**src/rtl/allocator_size_class_mapper_assert.svh**
```systemverilog
// Assertion macros for the size-class mapper.
// Included by the top level; needs nothing else.
`ifndef ALLOCATOR_SIZE_CLASS_MAPPER_ASSERT_SVH
`define ALLOCATOR_SIZE_CLASS_MAPPER_ASSERT_SVH

// Same-cycle implication, checked outside reset.
`define ASCM_ASSERT_NOW(label, clk, rst, cond, prop, msg) \
   label: assert property (@(posedge clk) disable iff (rst) (cond) |-> (prop)) \
      else $error(msg);

// Next-cycle implication, checked outside reset.
`define ASCM_ASSERT_NEXT(label, clk, rst, cond, prop, msg) \
   label: assert property (@(posedge clk) disable iff (rst) (cond) |=> (prop)) \
      else $error(msg);

`endif

```
**src/rtl/ascm_pkg.sv**
```systemverilog
// Shared types and constants for the size-class mapper.
// Used by the channel interfaces, the mapping logic and the top level.
`default_nettype none

package ascm_pkg;

   localparam int QUANTUM_SHIFT_DEF = 4;
   localparam int LG_GROUP_DEF      = 2;

   localparam int TYPE_W   = 2;
   localparam int AMOUNT_W = 32;
   localparam int INDEX_W  = 7;
   localparam int CFG_W    = 5;
   localparam int CSR_IDX_W = 1;
   localparam int LOG_W    = 6;

   localparam logic [CFG_W-1:0] PAGE_SHIFT_MIN   = 5'd12;
   localparam logic [CFG_W-1:0] PAGE_SHIFT_MAX   = 5'd16;
   localparam logic [CFG_W-1:0] PAGE_SHIFT_RST   = 5'd13;
   localparam logic [CFG_W-1:0] CHUNK_SHIFT_MIN  = 5'd16;
   localparam logic [CFG_W-1:0] CHUNK_SHIFT_MAX  = 5'd30;
   localparam logic [CFG_W-1:0] CHUNK_SHIFT_RST  = 5'd24;

   typedef enum logic [TYPE_W-1:0] {
      REQ_SIZE_INDEX = 2'd0,
      REQ_PAGE_INDEX = 2'd1,
      REQ_NORMALIZE  = 2'd2
   } req_kind_type;

   typedef enum logic [CSR_IDX_W-1:0] {
      CSR_PAGE_SHIFT  = 1'd0,
      CSR_CHUNK_SHIFT = 1'd1
   } csr_index_type;

   typedef struct packed {
      logic [INDEX_W-1:0]  class_index;
      logic [AMOUNT_W-1:0] rounded_size;
      logic                too_large;
   } result_type;

endpackage

`default_nettype wire

```
**src/rtl/ascm_req_if.sv**
```systemverilog
// Request channel of the size-class mapper: valid/ready with type and amount.
// Depends on ascm_pkg for field widths.
`default_nettype none

interface ascm_req_if;
   logic                           valid;
   logic                           ready;
   logic [ascm_pkg::TYPE_W-1:0]    req_type;
   logic [ascm_pkg::AMOUNT_W-1:0]  amount;

   modport source (output valid, output req_type, output amount, input ready);
   modport sink (input valid, input req_type, input amount, output ready);
endinterface

`default_nettype wire

```
**src/rtl/ascm_rsp_if.sv**
```systemverilog
// Response channel of the size-class mapper: valid/ready with the mapped result.
// Depends on ascm_pkg for field widths.
`default_nettype none

interface ascm_rsp_if;
   logic                           valid;
   logic                           ready;
   logic [ascm_pkg::INDEX_W-1:0]   class_index;
   logic [ascm_pkg::AMOUNT_W-1:0]  rounded_size;
   logic                           too_large;

   modport source (output valid, output class_index, output rounded_size,
                   output too_large, input ready);
   modport sink (input valid, input class_index, input rounded_size,
                 input too_large, output ready);
endinterface

`default_nettype wire

```
**src/rtl/ascm_map.sv**
```systemverilog
// Closed-form size-class mapping for one request, purely combinational.
// Depends on ascm_pkg for widths, request codes and the result struct.
`default_nettype none

module ascm_map #(
   parameter int QUANTUM_SHIFT = ascm_pkg::QUANTUM_SHIFT_DEF,
   parameter int LG_GROUP      = ascm_pkg::LG_GROUP_DEF
) (
   input  wire logic [ascm_pkg::CFG_W-1:0]    page_shift,
   input  wire logic [ascm_pkg::CFG_W-1:0]    chunk_shift,
   input  wire logic [ascm_pkg::TYPE_W-1:0]   req_type,
   input  wire logic [ascm_pkg::AMOUNT_W-1:0] amount,
   output ascm_pkg::result_type               result
);

   localparam int QG = QUANTUM_SHIFT + LG_GROUP;
   localparam int LW = ascm_pkg::LOG_W;
   localparam int AW = ascm_pkg::AMOUNT_W;
   localparam int IW = ascm_pkg::INDEX_W;
   localparam logic [IW-1:0] GROUP_MASK = IW'((1 << LG_GROUP) - 1);

   function automatic logic [LW-1:0] msb_pos(input logic [AW-1:0] v);
      logic [LW-1:0] pos;
      pos = '0;
      for (int i = 0; i < AW; i++) begin
         if (v[i]) pos = LW'(i);
      end
      return pos;
   endfunction

   logic [ascm_pkg::CFG_W-1:0] ps;
   logic [ascm_pkg::CFG_W-1:0] cs;
   logic [IW-1:0]              class_count;
   logic [AW-1:0]              dec;
   logic [LW-1:0]              x;
   logic [LW-1:0]              base;
   logic [LW-1:0]              grp_shift;
   logic [LW-1:0]              lgd;
   logic [LW-1:0]              lgd_norm;
   logic [IW-1:0]              index;
   logic [AW-1:0]              mask;
   logic [AW-1:0]              rounded;
   logic                       big;
   logic                       page_req;

   always_comb begin
      priority if (page_shift < ascm_pkg::PAGE_SHIFT_MIN) ps = ascm_pkg::PAGE_SHIFT_MIN;
      else if (page_shift > ascm_pkg::PAGE_SHIFT_MAX) ps = ascm_pkg::PAGE_SHIFT_MAX;
      else ps = page_shift;

      priority if (chunk_shift < ascm_pkg::CHUNK_SHIFT_MIN) cs = ascm_pkg::CHUNK_SHIFT_MIN;
      else if (chunk_shift > ascm_pkg::CHUNK_SHIFT_MAX) cs = ascm_pkg::CHUNK_SHIFT_MAX;
      else cs = chunk_shift;
   end

   // A page request maps like a byte request with a base shift of zero, so
   // both index paths share one leading-one detector on amount minus one.
   always_comb begin
      page_req    = (req_type == ascm_pkg::REQ_PAGE_INDEX);
      class_count = IW'((32'(cs) - 32'(QG) + 32'd1) << LG_GROUP);
      dec         = amount - AW'(1);
      x           = (dec == '0) ? '0 : msb_pos(dec) + LW'(1);
      base        = page_req ? '0 : LW'(QUANTUM_SHIFT);

      if ({1'b0, x} <= {1'b0, base} + (LW+1)'(LG_GROUP)) grp_shift = '0;
      else grp_shift = x - base - LW'(LG_GROUP);

      if ({1'b0, x} <= {1'b0, base} + (LW+1)'(LG_GROUP + 1)) lgd = base;
      else lgd = x - LW'(LG_GROUP + 1);

      index = IW'({1'b0, grp_shift} << LG_GROUP) + (IW'(dec >> lgd) & GROUP_MASK);

      if ({1'b0, x} <= (LW+1)'(QG + 1)) lgd_norm = LW'(QUANTUM_SHIFT);
      else lgd_norm = x - LW'(LG_GROUP + 1);

      mask    = (AW'(1) << lgd_norm) - AW'(1);
      rounded = (amount + mask) & ~mask;

      if (page_req) big = amount > (AW'(1) << (cs - ps));
      else big = amount > (AW'(1) << cs);
   end

   always_comb begin
      result = '0;
      if (amount != '0) begin
         unique case (req_type)
            ascm_pkg::REQ_SIZE_INDEX, ascm_pkg::REQ_PAGE_INDEX: begin
               result.too_large   = big;
               result.class_index = big ? class_count : index;
            end
            ascm_pkg::REQ_NORMALIZE: begin
               result.too_large    = big;
               result.rounded_size = big ? '0 : rounded;
            end
            default: result = '0;
         endcase
      end
   end

endmodule

`default_nettype wire

```
**src/rtl/allocator_size_class_mapper.sv**
```systemverilog
// Size-class mapper for a power-of-two grouped allocator.
// The request channel carries a request type and an amount: type 0 maps a byte
// size to its class index, type 1 maps a page count to its page-class index,
// type 2 rounds a byte size up to its class size. Type 3 and a zero amount give
// an all-zero response. Sizes above the chunk set too_large.
// The response channel carries class_index, rounded_size and too_large, one
// response per request, in request order.
// The csr port writes page_shift (index 0) and chunk_shift (index 1). The user
// must make writes only while no request is in flight; this is not enforced.
// Out-of-range values are clamped. An accepted request is captured in an input
// register, mapped, and captured in an output register that drives the response.
// Throughput is one request per cycle without stalls; the mapping is a single pass.
// When the receiver stalls, the response holds and the input stage fills;
// req_bus.ready drops once both registers hold requests.
// Synchronous reset empties both stages and restores page_shift to 13 and
// chunk_shift to 24.
// Depends on ascm_pkg, ascm_req_if, ascm_rsp_if, ascm_map and the assert header.
`default_nettype none

`include "allocator_size_class_mapper_assert.svh"

module allocator_size_class_mapper #(
   parameter int QUANTUM_SHIFT = ascm_pkg::QUANTUM_SHIFT_DEF,
   parameter int LG_GROUP      = ascm_pkg::LG_GROUP_DEF
) (
   input  wire logic                           clock,
   input  wire logic                           reset,
   ascm_req_if.sink                            req_bus,
   ascm_rsp_if.source                          rsp_bus,
   input  wire logic                           csr_write_en,
   input  wire logic [ascm_pkg::CSR_IDX_W-1:0] csr_index,
   input  wire logic [ascm_pkg::CFG_W-1:0]     csr_write_data
);

   logic [ascm_pkg::CFG_W-1:0]    page_shift_ff, page_shift_in;
   logic [ascm_pkg::CFG_W-1:0]    chunk_shift_ff, chunk_shift_in;
   logic                          s1_valid_ff, s1_valid_in;
   logic [ascm_pkg::TYPE_W-1:0]   s1_type_ff, s1_type_in;
   logic [ascm_pkg::AMOUNT_W-1:0] s1_amount_ff, s1_amount_in;
   logic                          rsp_valid_ff, rsp_valid_in;
   ascm_pkg::result_type          rsp_data_ff, rsp_data_in;
   ascm_pkg::result_type          map_result;
   logic                          out_free;
   logic                          req_take;

   ascm_map #(
      .QUANTUM_SHIFT(QUANTUM_SHIFT),
      .LG_GROUP     (LG_GROUP)
   ) u_map (
      .page_shift (page_shift_ff),
      .chunk_shift(chunk_shift_ff),
      .req_type   (s1_type_ff),
      .amount     (s1_amount_ff),
      .result     (map_result)
   );

   always_comb begin
      out_free      = !rsp_valid_ff || rsp_bus.ready;
      req_bus.ready = !s1_valid_ff || out_free;
      req_take      = req_bus.valid && req_bus.ready;

      page_shift_in  = page_shift_ff;
      chunk_shift_in = chunk_shift_ff;
      if (csr_write_en) begin
         unique case (csr_index)
            ascm_pkg::CSR_PAGE_SHIFT:  page_shift_in  = csr_write_data;
            ascm_pkg::CSR_CHUNK_SHIFT: chunk_shift_in = csr_write_data;
            default: ;
         endcase
      end

      s1_valid_in  = req_bus.ready ? req_bus.valid : s1_valid_ff;
      s1_type_in   = req_take ? req_bus.req_type : s1_type_ff;
      s1_amount_in = req_take ? req_bus.amount : s1_amount_ff;

      rsp_valid_in = out_free ? s1_valid_ff : rsp_valid_ff;
      rsp_data_in  = (out_free && s1_valid_ff) ? map_result : rsp_data_ff;
   end

   always_ff @(posedge clock) begin
      if (reset) begin
         page_shift_ff  <= ascm_pkg::PAGE_SHIFT_RST;
         chunk_shift_ff <= ascm_pkg::CHUNK_SHIFT_RST;
         s1_valid_ff    <= 1'b0;
         rsp_valid_ff   <= 1'b0;
      end else begin
         page_shift_ff  <= page_shift_in;
         chunk_shift_ff <= chunk_shift_in;
         s1_valid_ff    <= s1_valid_in;
         rsp_valid_ff   <= rsp_valid_in;
      end
   end

   always_ff @(posedge clock) begin
      s1_type_ff   <= s1_type_in;
      s1_amount_ff <= s1_amount_in;
      rsp_data_ff  <= rsp_data_in;
   end

   assign rsp_bus.valid        = rsp_valid_ff;
   assign rsp_bus.class_index  = rsp_data_ff.class_index;
   assign rsp_bus.rounded_size = rsp_data_ff.rounded_size;
   assign rsp_bus.too_large    = rsp_data_ff.too_large;

   `ASCM_ASSERT_NOW(a_full_blocks_req, clock, reset,
      s1_valid_ff && rsp_valid_ff && !rsp_bus.ready, !req_bus.ready,
      "request accepted while both stages are full and stalled")
   `ASCM_ASSERT_NEXT(a_take_fills_s1, clock, reset,
      req_bus.valid && req_bus.ready, s1_valid_ff,
      "accepted request did not reach the input stage")
   `ASCM_ASSERT_NOW(a_big_no_round, clock, reset,
      rsp_valid_ff && rsp_data_ff.too_large, rsp_data_ff.rounded_size == '0,
      "too-large response carries a rounded size")
   `ASCM_ASSERT_NOW(a_round_no_index, clock, reset,
      rsp_valid_ff && rsp_data_ff.rounded_size != '0, rsp_data_ff.class_index == '0,
      "rounded-size response carries a class index")

endmodule

`default_nettype wire

```
**src/flat_wrapper.sv**
```systemverilog
// flat-port wrapper written by rule: the top's interface ports become plain ports
module allocator_size_class_mapper_flat 
#(
   parameter int QUANTUM_SHIFT = ascm_pkg::QUANTUM_SHIFT_DEF,
   parameter int LG_GROUP      = ascm_pkg::LG_GROUP_DEF
)
  (clock, reset, csr_write_en, csr_index, csr_write_data, req_bus_valid, req_bus_req_type, req_bus_amount, req_bus_ready, rsp_bus_valid, rsp_bus_class_index, rsp_bus_rounded_size, rsp_bus_too_large, rsp_bus_ready);
  ascm_req_if req_bus_i ();
  ascm_rsp_if rsp_bus_i ();
  input  wire logic clock;
  input  wire logic reset;
  input  wire logic csr_write_en;
  input  wire logic [ascm_pkg::CSR_IDX_W-1:0] csr_index;
  input  wire logic [ascm_pkg::CFG_W-1:0] csr_write_data;
  input wire logic [$bits(req_bus_i.valid)-1:0] req_bus_valid;
  input wire logic [$bits(req_bus_i.req_type)-1:0] req_bus_req_type;
  input wire logic [$bits(req_bus_i.amount)-1:0] req_bus_amount;
  output wire logic [$bits(req_bus_i.ready)-1:0] req_bus_ready;
  output wire logic [$bits(rsp_bus_i.valid)-1:0] rsp_bus_valid;
  output wire logic [$bits(rsp_bus_i.class_index)-1:0] rsp_bus_class_index;
  output wire logic [$bits(rsp_bus_i.rounded_size)-1:0] rsp_bus_rounded_size;
  output wire logic [$bits(rsp_bus_i.too_large)-1:0] rsp_bus_too_large;
  input wire logic [$bits(rsp_bus_i.ready)-1:0] rsp_bus_ready;
  assign req_bus_i.valid = req_bus_valid;
  assign req_bus_i.req_type = req_bus_req_type;
  assign req_bus_i.amount = req_bus_amount;
  assign req_bus_ready = req_bus_i.ready;
  assign rsp_bus_valid = rsp_bus_i.valid;
  assign rsp_bus_class_index = rsp_bus_i.class_index;
  assign rsp_bus_rounded_size = rsp_bus_i.rounded_size;
  assign rsp_bus_too_large = rsp_bus_i.too_large;
  assign rsp_bus_i.ready = rsp_bus_ready;
  allocator_size_class_mapper #(.QUANTUM_SHIFT(QUANTUM_SHIFT), .LG_GROUP(LG_GROUP)) u_core (.clock(clock), .reset(reset), .req_bus(req_bus_i), .rsp_bus(rsp_bus_i), .csr_write_en(csr_write_en), .csr_index(csr_index), .csr_write_data(csr_write_data));
endmodule
```
**config.mk**
```make
export PLATFORM = sky130hd
export DESIGN_NAME = allocator_size_class_mapper_flat
export DESIGN_NICKNAME = d
export VERILOG_FILES = /design/src/rtl/ascm_pkg.sv /design/src/rtl/ascm_req_if.sv /design/src/rtl/ascm_rsp_if.sv /design/src/rtl/ascm_map.sv /design/src/rtl/allocator_size_class_mapper.sv /design/src/flat_wrapper.sv
export VERILOG_INCLUDE_DIRS = /design/src /design/src/rtl
export SDC_FILE = /design/constraint.sdc
export NUM_CORES = 1
export LEC_CHECK = 0
export ABC_AREA = 1
export BUFFER_PORTS_ARGS = -buffer_cell sky130_fd_sc_hd__buf_2
export CAP_MARGIN = 20
export CORE_UTILIZATION = 56
export CTS_CLUSTER_DIAMETER = 150
export DETAILED_ROUTE_END_ITERATION = 10
export PLACE_DENSITY = 0.82
export SLEW_MARGIN = 20
export SYNTH_ARGS = -nofsm -noshare
export SYNTH_HDL_FRONTEND = slang
export SYNTH_SLANG_ARGS = --single-unit
```
**constraint.sdc**
```tcl
create_clock -name clock -period 7.4 [get_ports clock]
set_input_delay 0.37 -clock clock [delete_from_list [all_inputs] [get_ports clock]]
set_output_delay 0.37 -clock clock [all_outputs]
set_load 0.005 [all_outputs]
```
==> flow_summary.ini, run 1 <==
[placed_design]
numPortBuffers = 86
dp.final_hpwl_um = 23100
pre_cts_ws_ns = -0.218
place.gp.congestion = 0.937
place_area_um2 = 11600

[outcome]
violations = negative setup slack
status = finished with violations

[global_routing]
grt_max_degree = 46
grt_pass1_wl_um = 47400
track_usage = 0.333
gr-total-overflow = 0
antenna_found_initial = 0
grt_pass1_vias = 10006

[detailed_routing]
drt-total-wl_um = 30400
vias = 10644
first_pass_iters = 6
routedWlPerCell_um = 16.3
drc = 0
ant_nets = 0
viasPerCell = 5.69
drt_iter0_drc = 817

[sta]
maxSlewHeadroom = 0.467
worst_slew_pin_slew_ns = 0.798
finalCriticalPeriod_ns = 7.55
timing.hold.ws_ns = 0.176
hold_viol_final = 0
rsz0062_at_grt = true
finalSetupViolations = 3
finClkSkew_ns = 0.0115
drv_slew = 0
fin_crit_sh = 1.02
max_freq_mhz = 132
timing.final.ws_setup_ns = -0.153

[layout]
drive_gt1_frac = 0.269
nets = 1805
syn2layout_area_growth_pct = 27.4
n_antenna_cell = 0
finalInstanceArea_um2 = 12600

[logic_synthesis]
async_reset_ff_frac = 0
synth-edff-count = 74
syn_area_um2 = 9900
yosysUniqueCellTypes = 57
yosys_warnings = 0
yosys_most_used_dff = edfxtp_1
netlist_instances = 1394
synth-seq-area-share = 0.249
ys_seq_elements = 86
post_synth.cell_area_avg_um2 = 7.10

[power]
p_int_w = 0.00143
p_comb_frac = 0.602
pwr-share-clk = 0.180
p_leak_nw = 6.02
power_w = 0.00265
ir_worst_vdd_mv = 0.150
p_seq_frac = 0.218
power_switching_share = 0.462
power_switching_w = 0.00123
power.density_nw_per_um2 = 210

[floorplanning]
design.die.area_um2 = 18200
core_um2 = 17300
io_pins = 87
dieHeight_um = 135
die_w_um = 135
initial_core_util = 0.572
fp-row-count = 48

[cts]
clock-sinks = 86
insertion_delay_ns = 0.37
cts_tree = done
cts_root_buf = clkbuf_16
numCtsBuffers = 9
postCtsHoldBufs = 0
htree_levels = 3
clk_pin_slew_ns = 0.08
clockBufferDepth = 2

[setup_path]
worstPathRequired_ns = 7.63
path_common_cell = nand2_1
worstSetupStartpointType = register
crit_fanout = 5
slowest_delay_ns = 0.46
cpMaxStageDelayCell = edfxtp_1
critPathLaunch = u_core.s1_amount_ff[1]
endpoint_kind = register
rr_startpoint = u_core.s1_amount_ff[1]
critPathKind = register to register
cp.arrival_ns = 7.78

[min_path]
hold_path_class = input port to register
min_from = req_bus_amount[16]

[run]
cap_violations = 0
[layout make-up]
cell class / instances / area (um2)
fill: 1366 / 4690
inverter: 177 / 684
clock inverter: 7 / 72.6
tap: 225 / 282
sequential: 86 / 2460
multi-input combinational: 1124 / 7210
clock buffer: 9 / 225
timing repair buffer: 243 / 1670
[cell usage in the layout (no fill, tap or decap), types with 16 or more instances in the layout]
cell        n
nor2_1    134
a21oi_1    79
o211ai_1   24
xor2_1     27
conb_1     16
edfxtp_1   74
nor2_4     20
buf_4     152
nand2_1   305
nand3_1   101
buf_2      86
o21ai_0    41
nor3_1     38
ha_1      107
inv_1     141
inv_2      24
nand2_2    34
nand4_1    24
[sequential cells by signal, indices dropped and copies added, names as in the netlist]
| name | flops |
|---|---|
| u_core.rsp_bus.class_index | 7 |
| u_core.rsp_bus.valid | 1 |
| u_core.page_shift_ff | 5 |
| u_core.s1_amount_ff | 32 |
| u_core.rsp_bus.rounded_size | 32 |
| u_core.s1_type_ff | 2 |
| u_core.chunk_shift_ff | 5 |
| u_core.s1_valid_ff | 1 |
| u_core.rsp_bus.too_large | 1 |
[worst max-delay path: cells and delay by family, from the launching register on]
| family | cells | cell delay [ns] |
|---|---|---|
| flops | 1 | 0.46 |
| fa+ha+maj | 3 | 0.66 |
| simple gates | 24 | 2.86 |
| compound gates | 17 | 2.08 |
| buf+inv | 10 | 1.03 |
| xor+xnor | 2 | 0.34 |
[metal layers]
metal / share of wire / vias to the layer above / routed length, um / global-route usage
met4: 0.039 / 0 / 1190 / 0.150
met1: 0.41 / 4901 / 12400 / 0.415
met3: 0.070 / 87 / 2130 / 0.0469
li1: - / 5221 / - / -
met5: 0 / - / 0 / 0
met2: 0.48 / 435 / 14700 / 0.568
[logic make-up after synthesis]
family,after synthesis,synth area share
AO/OA/AOI/OAI,218,0.130
AND/OR/NAND/NOR,720,0.342
adder cells (fa/ha/maj),119,0.152
flip-flops,86,0.249
buffers and inverters,198,0.0782
XOR/XNOR,51,0.0474
other,2,0.000759
[power groups by stage]
stage | sequential [W] | combinational [W] | clock, W
floorplan | 0.000591 | 0.000976 | 0
global placement | 0.000588 | 0.00136 | 0
detailed placement | 0.000589 | 0.00139 | 0
CTS | 0.000577 | 0.00148 | 0.000480
global route | 0.000580 | 0.00175 | 0.000495
finish | 0.000578 | 0.00160 | 0.000477
[per-stage QoR]
| step | setup TNS (ns) | utilization | std cells |
|---|---|---|---|
| after floorplan | 0 | - | 1408 |
| after global placement | 0 | 0.671 | 1819 |
| after detailed placement | -0.469 | 0.671 | 1819 |
| after CTS | -0.0570 | 0.712 | 1860 |
| after global routing | -3.84 | 0.729 | 1871 |
| final | -0.320 | 0.729 | 1871 |
[Yosys cell counts (all sizes together), types with 6 or more instances]
master  count  area [um2]
nand2     349        1430
inv       172         653
nor2      167         724
ha        117        1460
nand3     114         631
a21oi      89         445
edfxtp     74        2220
o21ai      56         284
nor3       50         320
xor2       36         338
nand4      27         188
o211ai     24         180
xnor2      15         131
dfxtp      12         240
clkbuf     11        41.3
buf        10        61.3
a21o        7        52.6
a211oi      6        45.0
a31oi       6        37.5
[path summary, 6_finish.rpt]
path | to | slack (ns) | cells after the start
hold reg to reg | u_core.chunk_shift_ff[2] | 0.47 | 2
setup reg to reg | u_core.rsp_bus.rounded_size[28] | -0.15 | 56
hold / removal | u_core.s1_amount_ff[16] | 0.18 | 1
setup / recovery | u_core.rsp_bus.rounded_size[28] | -0.15 | 56
[timing repair]
item,4_1_cts,5_1_grt
hold endpoints to repair,0,0
setup buffers,24,14
gates cloned,1,0
pin swaps,47,53
endpoints found under the setup margin,4,16
resized for setup,46,56
No activity file was read; power rests on OpenSTA's default activity.
==> run 2, diff against run 1 <==
- ABC_AREA: 1 -> unset
- PLACE_DENSITY: 0.82 -> 0.81
==> run 2 against run 1 <==
Highest routed layer unchanged; final area up 12%; first-iteration DRC count up 38%; critical path depth down 18; register-to-register slack worse by 0.67 ns; die area up 3.4%; non-clock buffer count up 144; routed wire length up 17%; global-route usage up 4.2 points; core utilization up 6.0 points; largest cell class unchanged; synthesized area up 3.5%; the flow still finishes with violations (negative setup slack).
==> flow_summary.ini, run 2 <==
[outcome]
status = finished with violations
violations = negative setup slack

[detailed_routing]
drt-total-wl_um = 35700
viasPerCell = 6.30
drt_iter0_drc = 1130
drc = 0
first_pass_iters = 6
routedWlPerCell_um = 19.3
ant_nets = 0
vias = 11659

[sta]
maxSlewHeadroom = 0.317
finalCriticalPeriod_ns = 8.22
timing.hold.ws_ns = 0.176
timing.final.ws_setup_ns = -0.823
finClkSkew_ns = 0.00787
fin_crit_sh = 1.11
hold_viol_final = 0
rsz0062_at_grt = true
finalSetupViolations = 15
max_freq_mhz = 122
worst_slew_pin_slew_ns = 1.02
drv_slew = 0

[global_routing]
grt_pass1_wl_um = 55000
gr-total-overflow = 0
grt_pass1_vias = 11226
track_usage = 0.375
use_met3 = 0.0556
antenna_found_initial = 0
met1_usage = 0.451
use_met2 = 0.631
grt_max_degree = 41
busiest_layer = met2

[logic_synthesis]
yosys_most_used_dff = edfxtp_1
netlist_instances = 1257
synth-edff-count = 74
yosysMostFrequentCell = nand2_1
yosysUniqueCellTypes = 95
yosys_warnings = 0
ys_top_cells_by_count = 148 x nand2_1, 117 x ha_1, 108 x a21oi_1
ys_seq_elements = 86
syn_area_um2 = 10200
yosys-top-cells-area = edfxtp_1 22%, ha_1 14%, nand2_1 5.4%
post_synth.cell_area_avg_um2 = 8.15
synth-seq-area-share = 0.240
yosysTopAreaCell = edfxtp_1
synth_top_area_share = 0.217
async_reset_ff_frac = 0

[layout]
n_antenna_cell = 0
drive_gt1_frac = 0.352
final_cell_mix = 286 x buf_4, 141 x nand2_1, 110 x ha_1
nFillCells = 1221
final_common_cell = buf_4
final_cells = 1850
syn2layout_area_growth_pct = 38.4
nets = 1780

[placed_design]
place.gp.congestion = 1.04
numPortBuffers = 86
dp.final_hpwl_um = 26400
placed_cells = 1799

[floorplanning]
fp-row-count = 49
initial_core_util = 0.570
core_um2 = 18000
die_w_um = 137
io_pins = 87
dieHeight_um = 137
design.die.area_um2 = 18800

[cts]
clock-sinks = 86
clk_pin_slew_ns = 0.07
cts_tree = done
htree_levels = 3
postCtsHoldBufs = 0
insertion_delay_ns = 0.36
cts_root_buf = clkbuf_16
clockBufferDepth = 2
numCtsBuffers = 9

[min_path]
hold_path_class = input port to register

[setup_path]
cp.arrival_ns = 8.33
slowest_delay_ns = 0.61
worstSetupStartpointType = register
endpoint_kind = register
worstPathRequired_ns = 7.51
crit_fanout = 4
critPathKind = register to register
cpMaxStageDelayCell = or4_4

[power]
ir_worst_vdd_mv = 0.160
power.density_nw_per_um2 = 179
p_leak_nw = 6.00

[run]
cap_violations = 0
==> run 2: power by group <==
group          total (W)  internal (W)  leakage, nW  switching [W]
Clock           0.000496      0.000274        0.151       0.000222
Sequential      0.000581      0.000560        0.793      0.0000211
Combinational    0.00147      0.000659         5.06       0.000806
Total            0.00254       0.00149         6.00        0.00105
==> run 2: layout make-up <==
class / instances / area, um2 / area share
multi-input cells: 1100 / 8200 / 0.579
repair buffers: 387 / 2770 / 0.196
flip-flops and latches: 86 / 2460 / 0.174
well taps: 229 / 287 / 0.0202
clock buffers: 11 / 275 / 0.0194
inverters: 32 / 133 / 0.00936
clock inverters: 5 / 43.8 / 0.00309
==> run 2: kinds of logic after synthesis <==
family / after synthesis / share of synthesized area
multiplexers: 17 / 0.0171
buffers and inverters: 86 / 0.0332
AND/OR/NAND/NOR: 542 / 0.278
adder cells (fa/ha/maj): 119 / 0.147
AO/OA/AOI/OAI: 345 / 0.232
XOR/XNOR: 60 / 0.0520
flip-flops: 86 / 0.240
other: 2 / 0.000733
==> run 2: path summary, 6_finish.rpt <==
kind                                               start                         endpoint  slack, ns  cells after the start
worst max-delay path              u_core.s1_amount_ff[0]  u_core.rsp_bus.rounded_size[22]      -0.82                     38
worst min register to register  u_core.chunk_shift_ff[0]         u_core.chunk_shift_ff[0]       0.48                      2
worst max register to register    u_core.s1_amount_ff[0]  u_core.rsp_bus.rounded_size[22]      -0.82                     38
worst min-delay path                  req_bus_amount[30]          u_core.s1_amount_ff[30]       0.18                      1
==> run 2: metal layers <==
metal	part of all wire	wire length, um
met5	0	0
met4	0.057	2020
met3	0.074	2650
met2	0.48	17100
met1	0.39	13900
==> run 2: timing repair <==
item | in CTS | in global routing
resized for setup | 59 | 51
pin swaps | 35 | 48
setup buffers | 23 | 14
gates cloned | 1 | 0
endpoints found under the setup margin | 15 | 18
==> run 2: per-stage QoR <==
stage | setup WS [ns] | total power (W) | cell area [um2] | util | TNS [ns]
floorplan | -0.293 | 0.00141 | 10600 | - | -0.660
global placement | -0.414 | 0.00182 | 13000 | 0.725 | -1.34
detailed placement | -0.573 | 0.00186 | 13000 | 0.725 | -3.02
CTS | -0.194 | 0.00241 | 13800 | 0.770 | -0.496
global route | -1.07 | 0.00268 | 14200 | 0.789 | -7.60
finish | -0.823 | 0.00254 | 14200 | 0.789 | -4.49
==> run 2: critical path, delay by kind of cell (launching register included) <==
family | cells | cell delay (ns)
AND/OR/NAND/NOR | 14 | 3.15
adder cells (fa/ha/maj) | 3 | 0.61
flip-flops | 1 | 0.41
XOR/XNOR | 2 | 0.46
AO/OA/AOI/OAI | 14 | 2.78
buffers and inverters | 5 | 0.54
